===== config.mk =====
export PLATFORM = sky130hd
export DESIGN_NAME = turn_signal_hazard_flasher_core_flat
export DESIGN_NICKNAME = d
export VERILOG_FILES = /design/src/design/tsf_pkg.sv /design/src/design/tsf_if.sv /design/src/design/tsf_step.sv /design/src/design/tsf_res_queue.sv /design/src/design/turn_signal_hazard_flasher_core.sv /design/src/flat_wrapper.sv
export SDC_FILE = /design/constraint.sdc
export NUM_CORES = 1
export LEC_CHECK = 0
export ABC_AREA = 1
export BUFFER_PORTS_ARGS = -buffer_cell sky130_fd_sc_hd__buf_2
export CAP_MARGIN = 30
export CORE_ASPECT_RATIO = 0.75
export CORE_MARGIN = 8
export CORE_UTILIZATION = 45
export DETAILED_ROUTE_END_ITERATION = 10
export REMOVE_ABC_BUFFERS = 1
export SLEW_MARGIN = 20
export SYNTH_ARGS = -nofsm -noshare
export SYNTH_HDL_FRONTEND = slang
export SYNTH_SLANG_ARGS = --single-unit

===== constraint.sdc =====
create_clock -name clk_i -period 4.5 [get_ports clk_i]
set_clock_uncertainty 0.15 [all_clocks]
set_input_delay 0.45 -clock clk_i [delete_from_list [all_inputs] [get_ports clk_i]]
set_output_delay 0.45 -clock clk_i [all_outputs]
set_load 0.02 [all_outputs]

===== src/design/tsf_pkg.sv =====
// Shared types and codes for the turn signal and hazard flasher.
// No dependencies; all design files but tsf_if refer to this package by scope.
package tsf_pkg;

  localparam int unsigned CntW = 16;

  // Reset values of the configuration registers
  localparam logic [CntW-1:0] HalfPeriodRst = 16'd345;
  localparam logic [CntW-1:0] BeepLenRst    = 16'd5;

  // Configuration register indexes
  typedef enum logic {
    CfgHalfPeriod = 1'b0,
    CfgBeepLen    = 1'b1
  } cfg_idx_e;

  typedef enum logic [1:0] {
    ModeOff    = 2'd0,
    ModeLeft   = 2'd1,
    ModeRight  = 2'd2,
    ModeHazard = 2'd3
  } mode_e;

  typedef enum logic [2:0] {
    PhInactive = 3'd0,
    PhStart    = 3'd1,
    PhOnBeep   = 3'd2,
    PhOn       = 3'd3,
    PhOffBeep  = 3'd4,
    PhOff      = 3'd5,
    PhEnd      = 3'd6
  } phase_e;

  typedef enum logic [1:0] {
    ToneSilent = 2'd0,
    ToneHigh   = 2'd1,
    ToneLow    = 2'd2
  } tone_e;

  // Input levels as sampled per tick
  typedef struct packed {
    logic hazard;
    logic right;
    logic left;
  } levels_t;

  typedef struct packed {
    logic lamp_h;
    logic lamp_r;
    logic lamp_l;
  } lamps_t;

  // Complete flasher state carried between ticks
  typedef struct packed {
    mode_e            mode;
    phase_e           phase;
    logic [CntW-1:0]  step;
    levels_t          prev;
    lamps_t           lamps;
    tone_e            tone;
  } state_t;

  typedef struct packed {
    logic [CntW-1:0] half_period;
    logic [CntW-1:0] beep_len;
  } cfg_t;

  // One result item
  typedef struct packed {
    logic  left_lamp;
    logic  right_lamp;
    logic  hazard_lamp;
    tone_e buzzer_tone;
    mode_e signal_mode;
  } result_t;

endpackage


===== src/design/tsf_if.sv =====
// Valid/ready channel interfaces for tick requests and lamp/buzzer results.
// Depends on nothing; used by the flasher top level.
interface tsf_in_if;
  logic valid;
  logic ready;
  logic left_switch;
  logic right_switch;
  logic hazard_button;

  modport source (output valid, output left_switch, output right_switch,
                  output hazard_button, input ready);
  modport sink   (input valid, input left_switch, input right_switch,
                  input hazard_button, output ready);
endinterface

interface tsf_out_if;
  logic       valid;
  logic       ready;
  logic       left_lamp;
  logic       right_lamp;
  logic       hazard_lamp;
  logic [1:0] buzzer_tone;
  logic [1:0] signal_mode;

  modport source (output valid, output left_lamp, output right_lamp,
                  output hazard_lamp, output buzzer_tone, output signal_mode,
                  input ready);
  modport sink   (input valid, input left_lamp, input right_lamp,
                  input hazard_lamp, input buzzer_tone, input signal_mode,
                  output ready);
endinterface


===== src/design/tsf_step.sv =====
// Per-tick next-state logic: switch edge handling, then one flasher step.
// Depends on tsf_pkg.
module tsf_step (
  input  tsf_pkg::state_t  state_i,
  input  tsf_pkg::levels_t levels_i,
  input  tsf_pkg::cfg_t    cfg_i,
  output tsf_pkg::state_t  state_o,
  output tsf_pkg::result_t result_o
);

  typedef struct packed {
    tsf_pkg::mode_e           mode;
    tsf_pkg::phase_e          phase;
    logic [tsf_pkg::CntW-1:0] step;
  } evt_t;

  // Select left/right or stop on turn switch levels; hazard mode masks them
  function automatic evt_t apply_turn(evt_t e, logic l, logic r);
    evt_t o;
    o = e;
    if (e.mode != tsf_pkg::ModeHazard) begin
      case ({l, r})
        2'b00: begin
          o.mode  = tsf_pkg::ModeOff;
          o.phase = tsf_pkg::PhEnd;
          o.step  = '0;
        end
        2'b10: begin
          o.mode  = tsf_pkg::ModeLeft;
          o.phase = tsf_pkg::PhStart;
          o.step  = '0;
        end
        2'b01: begin
          o.mode  = tsf_pkg::ModeRight;
          o.phase = tsf_pkg::PhStart;
          o.step  = '0;
        end
        default: ;
      endcase
    end
    return o;
  endfunction

  tsf_pkg::levels_t         changed;
  evt_t                     ev;
  logic [tsf_pkg::CntW-1:0] passed;
  tsf_pkg::state_t          nxt;

  assign changed = state_i.prev ^ levels_i;

  // Handle hazard press first, then turn switch changes
  always_comb begin
    ev = '{mode: state_i.mode, phase: state_i.phase, step: state_i.step};
    if (changed.hazard && levels_i.hazard) begin
      if (ev.mode == tsf_pkg::ModeHazard) begin
        ev = '{mode: tsf_pkg::ModeOff, phase: tsf_pkg::PhEnd, step: '0};
        ev = apply_turn(ev, levels_i.left, levels_i.right);
      end else begin
        ev = '{mode: tsf_pkg::ModeHazard, phase: tsf_pkg::PhStart, step: '0};
      end
    end
    if (changed.left || changed.right) begin
      ev = apply_turn(ev, levels_i.left, levels_i.right);
    end
  end

  // Saturating tick count for the current phase
  assign passed = (ev.step == '1) ? ev.step : ev.step + tsf_pkg::CntW'(1);

  // Advance the flasher by one tick
  always_comb begin
    nxt       = state_i;
    nxt.prev  = levels_i;
    nxt.mode  = ev.mode;
    nxt.phase = ev.phase;
    nxt.step  = passed;
    unique case (ev.phase)
      tsf_pkg::PhStart, tsf_pkg::PhOff: begin
        if (ev.phase == tsf_pkg::PhStart || passed >= cfg_i.half_period) begin
          nxt.tone = tsf_pkg::ToneHigh;
          case (ev.mode)
            tsf_pkg::ModeLeft:   nxt.lamps = '{lamp_h: 1'b0, lamp_r: 1'b0, lamp_l: 1'b1};
            tsf_pkg::ModeRight:  nxt.lamps = '{lamp_h: 1'b0, lamp_r: 1'b1, lamp_l: 1'b0};
            tsf_pkg::ModeHazard: nxt.lamps = '{lamp_h: 1'b1, lamp_r: 1'b1, lamp_l: 1'b1};
            default: nxt.lamps = '{lamp_h: state_i.lamps.lamp_h, lamp_r: 1'b0,
                                   lamp_l: 1'b0};
          endcase
          nxt.phase = tsf_pkg::PhOnBeep;
          nxt.step  = '0;
        end
      end
      tsf_pkg::PhOnBeep: begin
        if (passed >= cfg_i.beep_len) begin
          nxt.tone  = tsf_pkg::ToneSilent;
          nxt.phase = tsf_pkg::PhOn;
          nxt.step  = '0;
        end
      end
      tsf_pkg::PhOn: begin
        if (passed >= cfg_i.half_period) begin
          nxt.tone  = tsf_pkg::ToneLow;
          nxt.lamps = '0;
          nxt.phase = tsf_pkg::PhOffBeep;
          nxt.step  = '0;
        end
      end
      tsf_pkg::PhOffBeep: begin
        if (passed >= cfg_i.beep_len) begin
          nxt.tone  = tsf_pkg::ToneSilent;
          nxt.phase = tsf_pkg::PhOff;
          nxt.step  = '0;
        end
      end
      tsf_pkg::PhEnd: begin
        nxt.tone  = tsf_pkg::ToneSilent;
        nxt.lamps = '0;
        nxt.phase = tsf_pkg::PhInactive;
        nxt.step  = '0;
      end
      default: begin
        nxt.phase = tsf_pkg::PhInactive;
        nxt.step  = '0;
      end
    endcase
  end

  assign state_o = nxt;

  // Drive the result from the updated state
  always_comb begin
    result_o.left_lamp   = nxt.lamps.lamp_l;
    result_o.right_lamp  = nxt.lamps.lamp_r;
    result_o.hazard_lamp = nxt.lamps.lamp_h;
    result_o.buzzer_tone = nxt.tone;
    result_o.signal_mode = nxt.mode;
  end

endmodule


===== src/design/tsf_res_queue.sv =====
// Two-entry result buffer that decouples the tick side from the result side.
// Depends on tsf_pkg.
module tsf_res_queue (
  input  logic             clk_i,
  input  logic             rst_ni,
  input  logic             push_i,
  input  tsf_pkg::result_t data_i,
  output logic             full_o,
  input  logic             pop_i,
  output logic             valid_o,
  output tsf_pkg::result_t data_o
);

  tsf_pkg::result_t head_q, head_d, tail_q, tail_d;
  logic [1:0]       cnt_q, cnt_d;

  // Shift and fill the two slots
  always_comb begin
    head_d = head_q;
    tail_d = tail_q;
    cnt_d  = cnt_q;
    if (push_i && !pop_i) begin
      if (cnt_q == 2'd0) begin
        head_d = data_i;
      end else begin
        tail_d = data_i;
      end
      cnt_d = cnt_q + 2'd1;
    end else if (pop_i && !push_i) begin
      head_d = tail_q;
      cnt_d  = cnt_q - 2'd1;
    end else if (push_i && pop_i) begin
      if (cnt_q == 2'd1) begin
        head_d = data_i;
      end else begin
        head_d = tail_q;
        tail_d = data_i;
      end
    end
  end

  always_ff @(posedge clk_i or negedge rst_ni) begin
    if (!rst_ni) begin
      cnt_q <= 2'd0;
    end else begin
      cnt_q <= cnt_d;
    end
  end

  always_ff @(posedge clk_i) begin
    head_q <= head_d;
    tail_q <= tail_d;
  end

  assign full_o  = cnt_q[1];
  assign valid_o = (cnt_q != 2'd0);
  assign data_o  = head_q;

endmodule


===== src/design/turn_signal_hazard_flasher_core.sv =====
// Top level of the turn signal and hazard flasher: config, state, buffer.
// Depends on tsf_pkg, tsf_if, tsf_step and tsf_res_queue.
//
//   channel | dir | payload                                           | handshake
//   in_i    | in  | left_switch, right_switch, hazard_button         | valid/ready
//   out_o   | out | left_lamp, right_lamp, hazard_lamp, buzzer_tone,  | valid/ready
//           |     | signal_mode                                       |
//   cfg     | in  | cfg_we_i, cfg_idx_i, cfg_data_i[15:0]             | write enable
//
// One tick request per cycle unless the buffer is full; its result is registered.
// The state update is one pass through the edge and flasher step logic.
// The two-entry result buffer keeps requests flowing while a result waits;
// in_i.ready drops only when both slots hold untaken results.
// Reset clears state and buffer, and loads the register defaults.
module turn_signal_hazard_flasher_core (
  input  logic             clk_i,
  input  logic             rst_ni,
  tsf_in_if.sink           in_i,
  tsf_out_if.source        out_o,
  input  logic             cfg_we_i,
  input  logic             cfg_idx_i,
  input  logic [15:0]      cfg_data_i
);

  tsf_pkg::state_t  state_q, state_d, step_state;
  tsf_pkg::cfg_t    cfg_q;
  tsf_pkg::levels_t levels;
  tsf_pkg::result_t step_res, head_res;
  logic             accept, buf_full;

  assign levels = '{hazard: in_i.hazard_button, right: in_i.right_switch,
                    left: in_i.left_switch};
  assign accept = in_i.valid && in_i.ready;

  // Write configuration registers
  always_ff @(posedge clk_i or negedge rst_ni) begin
    if (!rst_ni) begin
      cfg_q.half_period <= tsf_pkg::HalfPeriodRst;
      cfg_q.beep_len    <= tsf_pkg::BeepLenRst;
    end else if (cfg_we_i) begin
      unique case (tsf_pkg::cfg_idx_e'(cfg_idx_i))
        tsf_pkg::CfgHalfPeriod: cfg_q.half_period <= cfg_data_i;
        tsf_pkg::CfgBeepLen:    cfg_q.beep_len    <= cfg_data_i;
        default: ;
      endcase
    end
  end

  tsf_step u_step (
    .state_i  (state_q),
    .levels_i (levels),
    .cfg_i    (cfg_q),
    .state_o  (step_state),
    .result_o (step_res)
  );

  // Advance state only on an accepted request
  assign state_d = accept ? step_state : state_q;

  always_ff @(posedge clk_i or negedge rst_ni) begin
    if (!rst_ni) begin
      state_q <= '{mode: tsf_pkg::ModeOff, phase: tsf_pkg::PhInactive, step: '0,
                   prev: '0, lamps: '0, tone: tsf_pkg::ToneSilent};
    end else begin
      state_q <= state_d;
    end
  end

  tsf_res_queue u_queue (
    .clk_i   (clk_i),
    .rst_ni  (rst_ni),
    .push_i  (accept),
    .data_i  (step_res),
    .full_o  (buf_full),
    .pop_i   (out_o.valid && out_o.ready),
    .valid_o (out_o.valid),
    .data_o  (head_res)
  );

  assign in_i.ready        = !buf_full;
  assign out_o.left_lamp   = head_res.left_lamp;
  assign out_o.right_lamp  = head_res.right_lamp;
  assign out_o.hazard_lamp = head_res.hazard_lamp;
  assign out_o.buzzer_tone = head_res.buzzer_tone;
  assign out_o.signal_mode = head_res.signal_mode;

endmodule


===== src/flat_wrapper.sv =====
// flat-port wrapper written by rule: the top's interface ports become plain ports
module turn_signal_hazard_flasher_core_flat 
  (clk_i, rst_ni, cfg_we_i, cfg_idx_i, cfg_data_i, in_i_valid, in_i_left_switch, in_i_right_switch, in_i_hazard_button, in_i_ready, out_o_valid, out_o_left_lamp, out_o_right_lamp, out_o_hazard_lamp, out_o_buzzer_tone, out_o_signal_mode, out_o_ready);
  tsf_in_if in_i_i ();
  tsf_out_if out_o_i ();
  input  logic clk_i;
  input  logic rst_ni;
  input  logic cfg_we_i;
  input  logic cfg_idx_i;
  input  logic [15:0] cfg_data_i;
  input wire logic [$bits(in_i_i.valid)-1:0] in_i_valid;
  input wire logic [$bits(in_i_i.left_switch)-1:0] in_i_left_switch;
  input wire logic [$bits(in_i_i.right_switch)-1:0] in_i_right_switch;
  input wire logic [$bits(in_i_i.hazard_button)-1:0] in_i_hazard_button;
  output wire logic [$bits(in_i_i.ready)-1:0] in_i_ready;
  output wire logic [$bits(out_o_i.valid)-1:0] out_o_valid;
  output wire logic [$bits(out_o_i.left_lamp)-1:0] out_o_left_lamp;
  output wire logic [$bits(out_o_i.right_lamp)-1:0] out_o_right_lamp;
  output wire logic [$bits(out_o_i.hazard_lamp)-1:0] out_o_hazard_lamp;
  output wire logic [$bits(out_o_i.buzzer_tone)-1:0] out_o_buzzer_tone;
  output wire logic [$bits(out_o_i.signal_mode)-1:0] out_o_signal_mode;
  input wire logic [$bits(out_o_i.ready)-1:0] out_o_ready;
  assign in_i_i.valid = in_i_valid;
  assign in_i_i.left_switch = in_i_left_switch;
  assign in_i_i.right_switch = in_i_right_switch;
  assign in_i_i.hazard_button = in_i_hazard_button;
  assign in_i_ready = in_i_i.ready;
  assign out_o_valid = out_o_i.valid;
  assign out_o_left_lamp = out_o_i.left_lamp;
  assign out_o_right_lamp = out_o_i.right_lamp;
  assign out_o_hazard_lamp = out_o_i.hazard_lamp;
  assign out_o_buzzer_tone = out_o_i.buzzer_tone;
  assign out_o_signal_mode = out_o_i.signal_mode;
  assign out_o_i.ready = out_o_ready;
  turn_signal_hazard_flasher_core u_core (.clk_i(clk_i), .rst_ni(rst_ni), .in_i(in_i_i), .out_o(out_o_i), .cfg_we_i(cfg_we_i), .cfg_idx_i(cfg_idx_i), .cfg_data_i(cfg_data_i));
endmodule

# After elaboration in Yosys (flattened, before gate mapping)
# Index checks and enable logic that the tools add are counted.
# op_classes
addsub	3
n_mul	0
div	0
order_cmp	2
n_eq_ne	19
shift	0
muxes	30
n_bitwise	2
n_reduce_logical	23
# ops
cell	n
$mux 21	4
$mux 19	4
$pmux 19 s4	1
$mux 7	10
$pmux 21 s3	1
$pmux 21 s2	1
$ge 16x16->1	2
$pmux 3 s3	2
$add 16x1->16 const B	1
$eq 16x16->1 const B	1
$mux 16	1
$mux 5	2
$eq 3x3->1 const B	3
$eq 2x2->1 const B	4
$ne 2x2->1 const B	4
$pmux 2 s4	1
$eq 2x1->1 const B	3
$eq 3x2->1 const B	2
$logic_and 1x1->1	6
$mux 2	3
$reduce_and 2->1	3
$reduce_bool 2->1	3
$logic_not 2->1	2
$reduce_and 4->1	1
10 further kinds	14
# totals
reg_bits	77
latchBits	0
ramBits	0
romBits	0
in_bits	25
elab_cells	102
mem_count	0

# Logic depth before layout (Yosys ltp)
# Gate-level depths: netlist of the first run.
# logic_depth
word_depth	17
mapped_depth	36
depth_no_buf	34

# Modules after synthesis
# From an unflattened synthesis of the first run, not the netlist that was laid out.
# hier_totals
cells_unflattened	796
area_unflattened_um2	5843.1
# by_module_without_submodules
mod	instances	cells_each	area_per_inst_um2	seq_area_each_um2
tsf_step	1	454	2608.8	0.0
turn_signal_hazard_flasher_core	1	270	2459.9	1535.2
tsf_res_queue	1	72	774.5	470.5

# Least setup slack after synthesis of the first run
# Ideal clock, no wire load.
# synth_timing
path_kind	input to register
from	input in_i_left_switch
to	register u_core.state_q[15] (netlist bit)
arrival_time_ns	3.784
path_slack_ns	0.450
path_stages	32
n_path_buf	2
cell_sequence	inv_2 ha_1 inv_1 nand3_1 nor2_2 nor2_8 nand2_4 nand2_8 buf_2 inv_1 nor2_1 ha_1 nand4_2 nor2_4 nand2_1 nor2_1 nand2_1 nand2_1 inv_1 ha_1 nand2_1 nor2_1 nand4_1 nor4_1 nor2_1 nand2_1 nand2_1 nor2_1 nor2_4 buf_6 nand2_1 nand2_1
# synth_between
elab_chain_cells	13
elab_cells_between_ends	29
# synth_rtl
item	line	text
from (decl)	flat_wrapper.sv:12	input wire logic [$bits(in_i_i.left_switch)-1:0] in_i_left_switch;
$eq 2x1->1 or $eq 2x2->1 (tied branches)	tsf_step.sv:22	case ({l, r})
$pmux 21 s2	tsf_step.sv:22	
$mux 21	tsf_step.sv:55	if (ev.mode == tsf_pkg::ModeHazard) begin
$mux 21	tsf_step.sv:54	if (changed.hazard && levels_i.hazard) begin
$ne 2x2->1	tsf_step.sv:21	if (e.mode != tsf_pkg::ModeHazard) begin
$mux 21	tsf_step.sv:21	
$mux 21 (*)	tsf_step.sv:62	if (changed.left || changed.right) begin
$add 16x1->16 or $eq 16x16->1 (tied branches)	tsf_step.sv:68	assign passed = (ev.step == '1) ? ev.step : ev.step + tsf_pkg::CntW'(1);
$mux 16	tsf_step.sv:68	
$ge 16x16->1	tsf_step.sv:79, tsf_step.sv:100	
$logic_or 1x1->1	tsf_step.sv:79	if (ev.phase == tsf_pkg::PhStart || passed >= cfg_i.half_period) begin
$mux 19	tsf_step.sv:79	
$pmux 19 s4 (*)	tsf_step.sv:77	unique case (ev.phase)
to (signal assigned)	turn_signal_hazard_flasher_core.sv:62	state_q <= '{mode: tsf_pkg::ModeOff, phase: tsf_pkg::PhInactive, step: '0,
to (signal assigned)	turn_signal_hazard_flasher_core.sv:65	state_q <= state_d;
to (decl)	turn_signal_hazard_flasher_core.sv:25	tsf_pkg::state_t state_q, state_d, step_state;
# Every way passes the cells marked *; elsewhere a longest branch is shown, timed or not.
# A chain may end at the register's enable or synchronous reset.

==> results of run 1 <==
[layer usage]
| metal | GRT usage, % | part of all wire (%) | wire [µm] | up-vias |
|---|---|---|---|---|
| met1 | 23.8 | 52 | 6240 | 1980 |
| met3 | 4.27 | 5.9 | 707 | 12 |
| met2 | 24.1 | 41 | 4900 | 82 |
| met5 | 0 | 0 | 0 | - |
| li1 | - | - | - | 2294 |
| met4 | 4.29 | 1.2 | 144 | 0 |
[synth_stat cells (all sizes together) (2+ instances only)]
cell type  count
nor2          47
xor2           5
nand3         41
edfxtp        14
nand2        241
dfstp          7
clkbuf        10
nand3b         3
inv          112
dfrtp         56
nand4         15
o21bai         4
ha            41
o21ai         62
buf            7
xnor2          3
a21oi         17
o21a           2
[worst max-delay path: cells and delay by family (launching register included)]
kind | cells | cell delay [ns]
simple gates | 20 | 2.36
fa+ha+maj | 2 | 0.36
flops | 1 | 0.40
buf+inv | 6 | 0.63
[through the flow]
stage | instance area [µm²] | utilization (%) | worst slack (ns) | power, W | setup TNS [ns]
finish | 5970 | 54.1 | 0.333 | 0.00289 | 0
global route | 5970 | 54.1 | -0.00178 | 0.00310 | -0.00178
CTS | 5850 | 53.0 | 0.0828 | 0.00288 | 0
detailed placement | 5550 | 50.3 | -0.151 | 0.00213 | -2.05
global placement | 5550 | 50.3 | 0.0581 | 0.00210 | 0
floorplan | 5020 | - | 0.312 | 0.00178 | 0
[cell type report]
type / count / area [µm²]
fillers: 1113 / 5060
clock buffers: 9 / 225
well taps: 140 / 175
flip-flops and latches: 77 / 2010
inverters: 112 / 420
clock inverters: 7 / 75.1
repair buffers: 60 / 405
multi-input cells: 486 / 2660
[cell families (layout without fill, tap and decap cells)]
family	Yosys count	in the layout	share of synthesized area, %
AOI/OAI and AO/OA	86	86	8.74
xor gates and xnor gates	8	8	1.37
adders and majority gates	41	41	10.0
buffers and inverters	129	188	10.2
DFF	77	77	39.1
and+or+nand+nor	351	351	30.6
[path summary, 6_finish.rpt]
path / depth (start not counted) / end / from
max in group asynchronous: 2 / u_core.state_q[1] / rst_ni
hold reg to reg: 2 / u_core.state_q[22] / u_core.state_q[22]
hold / removal: 2 / u_core.cfg_q[13] / rst_ni
setup / recovery: 28 / u_core.u_queue.data_o[2] / u_core.state_q[7]
setup reg to reg: 28 / u_core.u_queue.data_o[2] / u_core.state_q[7]
min in group clk_i: 3 / u_core.cfg_q[2] / cfg_data_i[2]
[registers in the layout, summed over array words and instances, names as in the netlist]
| signal | flops |
|---|---|
| u_core.state_q | 29 |
| u_core.u_queue.tail_q | 7 |
| u_core.u_queue.cnt_q | 2 |
| u_core.u_queue.data_o | 7 |
| u_core.cfg_q | 32 |
[power by group]
| part | total [W] | internal [W] | switching (W) |
|---|---|---|---|
| combinational | 0.00117 | 0.000386 | 0.000787 |
| clock | 0.000740 | 0.000432 | 0.000308 |
| sequential | 0.000975 | 0.000901 | 0.0000741 |
| total | 0.00289 | 0.00172 | 0.00117 |
[timing repair]
item                                    CTS  global route
buffers inserted                          0             3
endpoints found under the hold margin     0             0
gates resized for setup                   0            15
endpoints found under the setup margin    0            33
==> impl_metrics.toml, run 1 <==
[status]
status = "finished clean"

[worst_setup_path]
end_kind = "flop"
cpPeakStageDelay_ns = 0.40
cp_data_arrival_time_ns = 4.11
critPathKind = "flop to flop"
crit_path_max_fanout = 7
crit_path_start_kind = "flop"
reg2reg_setup_slack_ns = 0.33
cpMaxStageDelayCell = "dfrtp_1"
required_ns = 4.44
cp_common_cell = "nand2_1"

[clock_network]
numCtsBuffers = 9
clockBufferDepth = 2
htree_levels = 3
clock_sinks = 77
root_buffer = "clkbuf_16"
clk_latency_ns = 0.34
cts.clk_slew.worst_paths_ns = 0.06
cts_tree = "yes"
hold_buffers = 0

[die]
start_util_pct = 46.5
io_pins = 34
core-area_mm2 = 0.0110
die_x_um = 139
rows = 33
dieArea_mm2 = 0.0151
dieHeight_um = 108

[synth]
synthTopCellsByArea = "dfrtp_1 27%, nand2_1 17%, ha_1 10%"
postSynthCellCount = 692
yosysSeqAreaShare_pct = 39.1
synth-seq-cells = 77
synth_cell_types = 36
synth_edf_count = 14
ys_warn_count = 0
synthArstFlopShare_pct = 81.8
synth.largest_area_cell = "dfrtp_1"
synthFlopType = "dfrtp_1"
synth.top_cell.area_share_pct = 27.4
syn_area_mm2 = 0.00512
syn_avg_cell_area_um2 = 7.40

[finish]
layout.cells.most_common_list = "234 x nand2_1, 106 x inv_1, 56 x dfrtp_1, 53 x o21ai_0, 40 x ha_1"
drive_gt1_share_pct = 16.5
mostFrequentLayoutCell = "nand2_1"
instances_no_fill = 891
nets = 812
area_delta_synth_final_pct = 16.4
antenna_cells = 0

[power_and_ir_drop]
p_per_area_mw_per_mm2 = 484
p_leak_nw = 3.29
vdd_drop_max_mv = 0.178

[detailed_routing]
totalWireLength_um = 12000
via_per_inst = 4.90
antenna_left = 0
drt_first_pass_iters = 4
drt_iter0_markers = 205
num_vias = 4368
drt_drc_violations_left = 0
wl_per_cell_um = 13.5

[timing]
fin_crit_sh_pct = 92.6
maxSlewHeadroom_pct = 43.7
maxSlewViolCount = 0
fin_crit_ns = 4.17
fmax_mhz = 240
finalHoldViolCount = 0
setup_viol = 0
worst_slew_pin_slew_ns = 0.844
fin_hold_ws_ns = 0.151

[place]
placed_cells = 869
gp_congestion = 0.910
io_buffers = 33
hpwl_um = 9010

[global_routing]
grt_overflow = 0
grt_usage_pct = 16.5
grt_pass1_vias = 4098
grt_max_degree = 64
grt_antenna_before_repair = 0
grt_pass1_wl_um = 20100

[worst_hold_path]
hold_class = "primary input to asynchronous set/reset pin"

[flow_run]
cap_violations = 0
No activity file was read; power rests on OpenSTA's default activity.
==> run 2: changes to the inputs <==
--- a/config.mk
+++ b/config.mk
@@ -10,8 +10,9 @@
 export CAP_MARGIN = 30
 export CORE_ASPECT_RATIO = 0.75
 export CORE_MARGIN = 8
-export CORE_UTILIZATION = 45
+export CORE_UTILIZATION = 61
 export DETAILED_ROUTE_END_ITERATION = 10
+export PLACE_DENSITY = 0.8
 export REMOVE_ABC_BUFFERS = 1
 export SLEW_MARGIN = 20
 export SYNTH_ARGS = -nofsm -noshare
==> impl_metrics.toml, run 2 (synthesis gave the netlist of run 1 again) <==
[status]
status = "finished clean"

[worst_setup_path]
worstReg2RegStart = "u_core.state_q[7]"
end_kind = "flop"
reg2regPathDepth = 27
reg2reg_setup_slack_ns = 0.30
critPathKind = "flop to flop"
crit_start = "u_core.state_q[7]"
crit_path_max_fanout = 7
required_ns = 4.48
cp_data_arrival_time_ns = 4.18
r2r_end = "u_core.u_queue.data_o[2]"
crit_path_start_kind = "flop"

[finish]
area_delta_synth_final_pct = 12.8
multi_input_area_mm2 = 0.00266
nFillCells = 681
layout.cells.most_common_list = "233 x nand2_1, 106 x inv_1, 56 x dfrtp_1, 51 x o21ai_0, 41 x ha_1"
largest-register = "u_core.cfg_q"
mostFrequentLayoutCell = "nand2_1"
instances_no_fill = 851
ff_latch_area_mm2 = 0.00201
drive_gt1_share_pct = 15.5
design_area_mm2 = 0.00578
largestRegisters = "u_core.cfg_q x32, u_core.state_q x29"
antenna_cells = 0
nets = 804
largest_reg_flops = 32

[global_routing]
grt_use_met1_pct = 30.4
grt_usage_pct = 21.6
grt_pass1_vias = 4250
grt.met2_usage_pct = 32.9
grt_pass1_wl_um = 19800
grt_max_degree = 64
use_met3_pct = 4.67
grt_overflow = 0
grt_antenna_before_repair = 0
grt.busiest_layer = "met2"

[timing]
worst_slew_pin_slew_ns = 0.801
finalHoldViolCount = 0
fin_crit_sh_pct = 93.4
worst_slack_ns = 0.297
setup_viol = 0
fin_hold_ws_ns = 0.103
maxSlewViolCount = 0
maxSlewHeadroom_pct = 46.6
fmax_mhz = 238
fin_crit_ns = 4.20

[place]
place_ws_ns = -0.0742
hpwl_um = 9050
gp_congestion = 0.977
placedInstanceArea_mm2 = 0.00544
placed_cells = 831
io_buffers = 33

[die]
core-area_mm2 = 0.00831
rows = 29
start_util_pct = 61.7
io_pins = 34
dieArea_mm2 = 0.0116
die_x_um = 122
dieHeight_um = 95.4

[clock_network]
cts.clk_slew.worst_paths_ns = 0.08
htree_levels = 3
clk_latency_ns = 0.37
clock_sinks = 77
root_buffer = "clkbuf_8"
numCtsBuffers = 9
clockBufferDepth = 2
cts_tree = "yes"

[power_and_ir_drop]
vdd_drop_max_mv = 0.409
p_leak_nw = 3.22
p_per_area_mw_per_mm2 = 470

[detailed_routing]
drt_first_pass_iters = 5
antenna_left = 0
drt_drc_violations_left = 0
drt_iter0_markers = 292
via_per_inst = 5.24
num_vias = 4456
totalWireLength_um = 11800
wl_per_cell_um = 13.9

[flow_run]
cap_violations = 0

[worst_hold_path]
hold_class = "primary input to asynchronous set/reset pin"
## run 2: changes by cell type in the layout (fill, tap and decap cells not counted), moves of 2 or more
cell	delta
buf_4	-5
buf_6	-2
clkbuf_16	-9
clkbuf_8	+9
clkinv_4	-2
o21ai_0	-2
o21ai_1	+2
## run 2: layer usage
metal | part of all wire, % | wire length, µm | vias up
met4 | 1.1 | 129 | 0
met1 | 48 | 5640 | 2038
li1 | - | - | 2275
met3 | 7.0 | 829 | 13
met5 | 0 | 0 | -
met2 | 44 | 5240 | 130
## run 2: layout make-up
class,count,share of cell area (%)
Multi-Input combinational cell,486,46.0
Sequential cell,77,34.7
Inverter,112,7.27
Timing Repair Buffer,52,6.02
Tap cell,108,2.34
Clock buffer,9,2.14
Clock inverter,7,1.56
## run 2: through the flow
stage / power [W] / TNS, ns / utilization (%)
floorplan: 0.00178 / 0 / -
global placement: 0.00205 / 0 / 65.4
detailed placement: 0.00211 / -0.818 / 65.4
CTS: 0.00269 / 0 / 68.0
global route: 0.00291 / -0.0292 / 69.6
finish: 0.00271 / 0 / 69.6
## run 2: worst max-delay path by stage
stage / cells past startpoint / slack [ns] / endpoint
3_3_place_gp: 28 / 0.16 / u_core.state_q[21]
2_1_floorplan: 31 / 0.31 / u_core.state_q[16]
3_5_place_dp: 31 / -0.07 / u_core.state_q[21]
5_1_grt: 29 / -0.03 / u_core.u_queue.data_o[2]
6_report: 27 / 0.30 / u_core.u_queue.data_o[2]
4_1_cts: 27 / 0.12 / u_core.state_q[21]
## run 2: worst max-delay path, cell delays in order (launching register included)
cell and delay [ns]:
dfrtp_1 0.41, inv_1 0.09, nand2_4 0.10, nand2_1 0.08, nand2_1 0.11, nand2_4 0.09, nand2_8 0.08, inv_1 0.07
nor2_2 0.11, ha_1 0.19, nand4_2 0.14, nor2_4 0.26, nand2_2 0.12, xor2_1 0.16, nand2_1 0.14, ha_1 0.32
nand2_1 0.07, inv_1 0.06, nand4_1 0.18, nor4_4 0.32, nor2_4 0.09, nand2_1 0.10, buf_4 0.12, nand2_1 0.04
inv_1 0.04, nand3_1 0.11, nand3_1 0.11, nand2_1 0.07
## run 2: report_power, final
group	switching [W]	leakage, nW	internal, W	total [W]
Combinational	0.000786	2.18	0.000373	0.00116
Clock	0.000268	0.107	0.000309	0.000577
Sequential	0.0000777	0.934	0.000901	0.000978
Total	0.00113	3.22	0.00158	0.00271
## run 2: timing repair
action | 4_1_cts | 5_1_grt
resized for setup | 0 | 15
setup buffers | 0 | 2
hold buffers | 0 | 0
endpoints found under the setup margin | 0 | 31
==> run 3: changes to the inputs <==
--- a/config.mk
+++ b/config.mk
@@ -10,9 +10,9 @@
 export CAP_MARGIN = 30
 export CORE_ASPECT_RATIO = 0.75
 export CORE_MARGIN = 8
-export CORE_UTILIZATION = 61
+export CORE_UTILIZATION = 55
 export DETAILED_ROUTE_END_ITERATION = 10
-export PLACE_DENSITY = 0.8
+export PLACE_DENSITY = 0.76
 export REMOVE_ABC_BUFFERS = 1
 export SLEW_MARGIN = 20
 export SYNTH_ARGS = -nofsm -noshare
==> constraint.sdc (replaced) <==
create_clock -name clk_i -period 3.7 [get_ports clk_i]
set_clock_uncertainty 0.15 [all_clocks]
set_input_delay 0.37 -clock clk_i [delete_from_list [all_inputs] [get_ports clk_i]]
set_output_delay 0.37 -clock clk_i [all_outputs]
set_load 0.02 [all_outputs]
==> impl_metrics.toml, run 3 (synthesis gave the netlist of run 1 again) <==
[finish]
post-route-util_pct = 78.7
drive_gt1_share_pct = 35.7
area_delta_synth_final_pct = 39.0
antenna_cells = 0
ff_latch_area_mm2 = 0.00201
mostFrequentLayoutCell = "nand2_1"
nFillCells = 573
multi_input_area_mm2 = 0.00298
largest_reg_flops = 32
largestRegisters = "u_core.cfg_q x32, u_core.state_q x29"
largest-register = "u_core.cfg_q"
nets = 919
layout.cells.most_common_list = "196 x nand2_1, 117 x buf_4, 98 x inv_1, 56 x dfrtp_1, 47 x o21ai_0"

[global_routing]
grt_use_met1_pct = 28.9
grt_overflow = 0
grt_antenna_before_repair = 0
grt_usage_pct = 23.4
grt_pass1_vias = 5150
grt.busiest_layer = "met2"
grt.met2_usage_pct = 39.3
grt_pass1_wl_um = 23900
grt_max_degree = 35
use_met3_pct = 4.86

[worst_setup_path]
cpPeakStageDelay_ns = 0.43
critPathKind = "flop to flop"
required_ns = 3.65
path_delay_family = "simple AND/OR/NAND/NOR gates"
path_buf_inv = 3
cpMaxStageDelayCell = "dfrtp_1"
crit_path_start_kind = "flop"
path_cells = "nor2_4 > nor2_4 > nor2_8 > nand2_4 > nand2_8 > buf_12 > nand4_1 > nor2_4 > buf_6 > nand4_4 > buf_6 > nand2_1 > ha_1 > a21oi_1 > o21a_1 > nand2_2 > nand2_2 > nand2_2 > nor2_4 > nand2_2 > nand2_1 > nand2_1 > nand3_2 > nand2_1"
crit_path_max_fanout = 24
cp_data_arrival_time_ns = 4.04
end_kind = "flop"

[die]
dieHeight_um = 99.6
die_x_um = 127
core-area_mm2 = 0.00905
rows = 30
start_util_pct = 56.6
dieArea_mm2 = 0.0127
io_pins = 34

[power_and_ir_drop]
power.switching_w = 0.00173
vdd_drop_max_mv = 0.341
p_leak_nw = 3.86
clock_power_share_pct = 21.2
power_frac_seq_pct = 29.4
p_int_w = 0.00236
power_frac_comb_pct = 49.4
p_per_area_mw_per_mm2 = 574
p_sw_share_pct = 42.2

[status]
violations = "negative setup slack"
status = "finished, violations left"

[place]
place_ws_ns = -0.879
io_buffers = 33
gp_congestion = 0.886
hpwl_um = 9620

[timing]
worst_slack_ns = -0.386
fin_hold_ws_ns = 0.107
fin_crit_ns = 4.09
fmax_mhz = 245
fin_crit_sh_pct = 110
maxSlewViolCount = 0
maxSlewHeadroom_pct = 45.7
tns_ns = -9.75
rsz0062_at_grt = "yes"
setup_viol = 34
worst_slew_pin_slew_ns = 0.814
finalHoldViolCount = 0

[clock_network]
clk_latency_ns = 0.35
numCtsBuffers = 9
htree_levels = 3
clock_sinks = 77
cts.clk_slew.worst_paths_ns = 0.07
root_buffer = "clkbuf_16"
cts_tree = "yes"
clockBufferDepth = 2

[detailed_routing]
drt_first_pass_iters = 5
drt_drc_violations_left = 0
antenna_left = 0
wl_per_cell_um = 15.1
num_vias = 5182
totalWireLength_um = 14900
drt_iter0_markers = 428
via_per_inst = 5.26

[flow_run]
cap_violations = 0

[worst_hold_path]
hold_class = "primary input to flop"
## run 3: changes by cell type in the layout (fill, tap and decap cells not counted), moves of 8 or more
cell	before	now
nand2_2	4	38
buf_4	16	117
buf_6	0	10
nand3_1	38	26
clkbuf_8	9	0
inv_1	106	98
nand3_2	3	13
nand2_1	233	196
clkbuf_16	0	9
## run 3: worst min-delay path, stage by stage
cell	delay [ns]
buf_2	0.09
inv_1	0.05
o21ai_0	0.08
## run 3: metrics by stage
step | std cells | total power (W) | area (µm²)
6_report | 986 | 0.00409 | 7120
5_1_grt | 986 | 0.00433 | 7120
4_1_cts | 971 | 0.00380 | 6820
3_5_place_dp | 911 | 0.00270 | 5920
3_3_place_gp | 910 | 0.00262 | 5900
2_1_floorplan | 675 | 0.00216 | 5020
## run 3: area by class of cell
cell class,instances,area share (%)
Timing Repair Buffer,166,17.6
Clock inverter,7,0.896
Tap cell,128,2.25
Sequential cell,77,28.2
Multi-Input combinational cell,487,41.9
Clock buffer,9,3.16
Inverter,112,6.01
## run 3: path summary, 6_finish.rpt
| kind | start | end | slack, ns | cells after the start |
|---|---|---|---|---|
| max | u_core.state_q[7] | u_core.u_queue.data_o[2] | -0.39 | 24 |
| min | cfg_data_i[3] | u_core.cfg_q[19] | 0.11 | 3 |
| max reg2reg | u_core.state_q[7] | u_core.u_queue.data_o[2] | -0.39 | 24 |
| min reg2reg | u_core.cfg_q[11] | u_core.cfg_q[11] | 0.34 | 2 |
| max in group asynchronous | rst_ni | u_core.state_q[16] | 2.45 | 3 |
| min in group asynchronous | rst_ni | u_core.cfg_q[13] | 0.35 | 2 |
## run 3: repair_timing
item	4_1_cts	5_1_grt
pin swaps	43	41
gates cloned	1	0
buffers inserted	42	12
hold buffers	1	0
gates resized for setup	76	48
setup endpoints to repair	34	34
hold endpoints to repair	16	0
## run 3: layer usage
layer / up-vias / routed length [µm]
met4: 0 / 390
met2: 177 / 7210
met1: 2443 / 6350
met3: 44 / 925
li1: 2518 / -
met5: - / 0
## run 3: power by group through the flow
stage	Sequential (W)	Clock (W)	Combinational [W]
final	0.00120	0.000866	0.00202
after global routing	0.00123	0.000905	0.00220
after CTS	0.00120	0.000872	0.00173
after detailed placement	0.00121	0	0.00149
after global placement	0.00120	0	0.00142
after floorplan	0.00124	0	0.000926
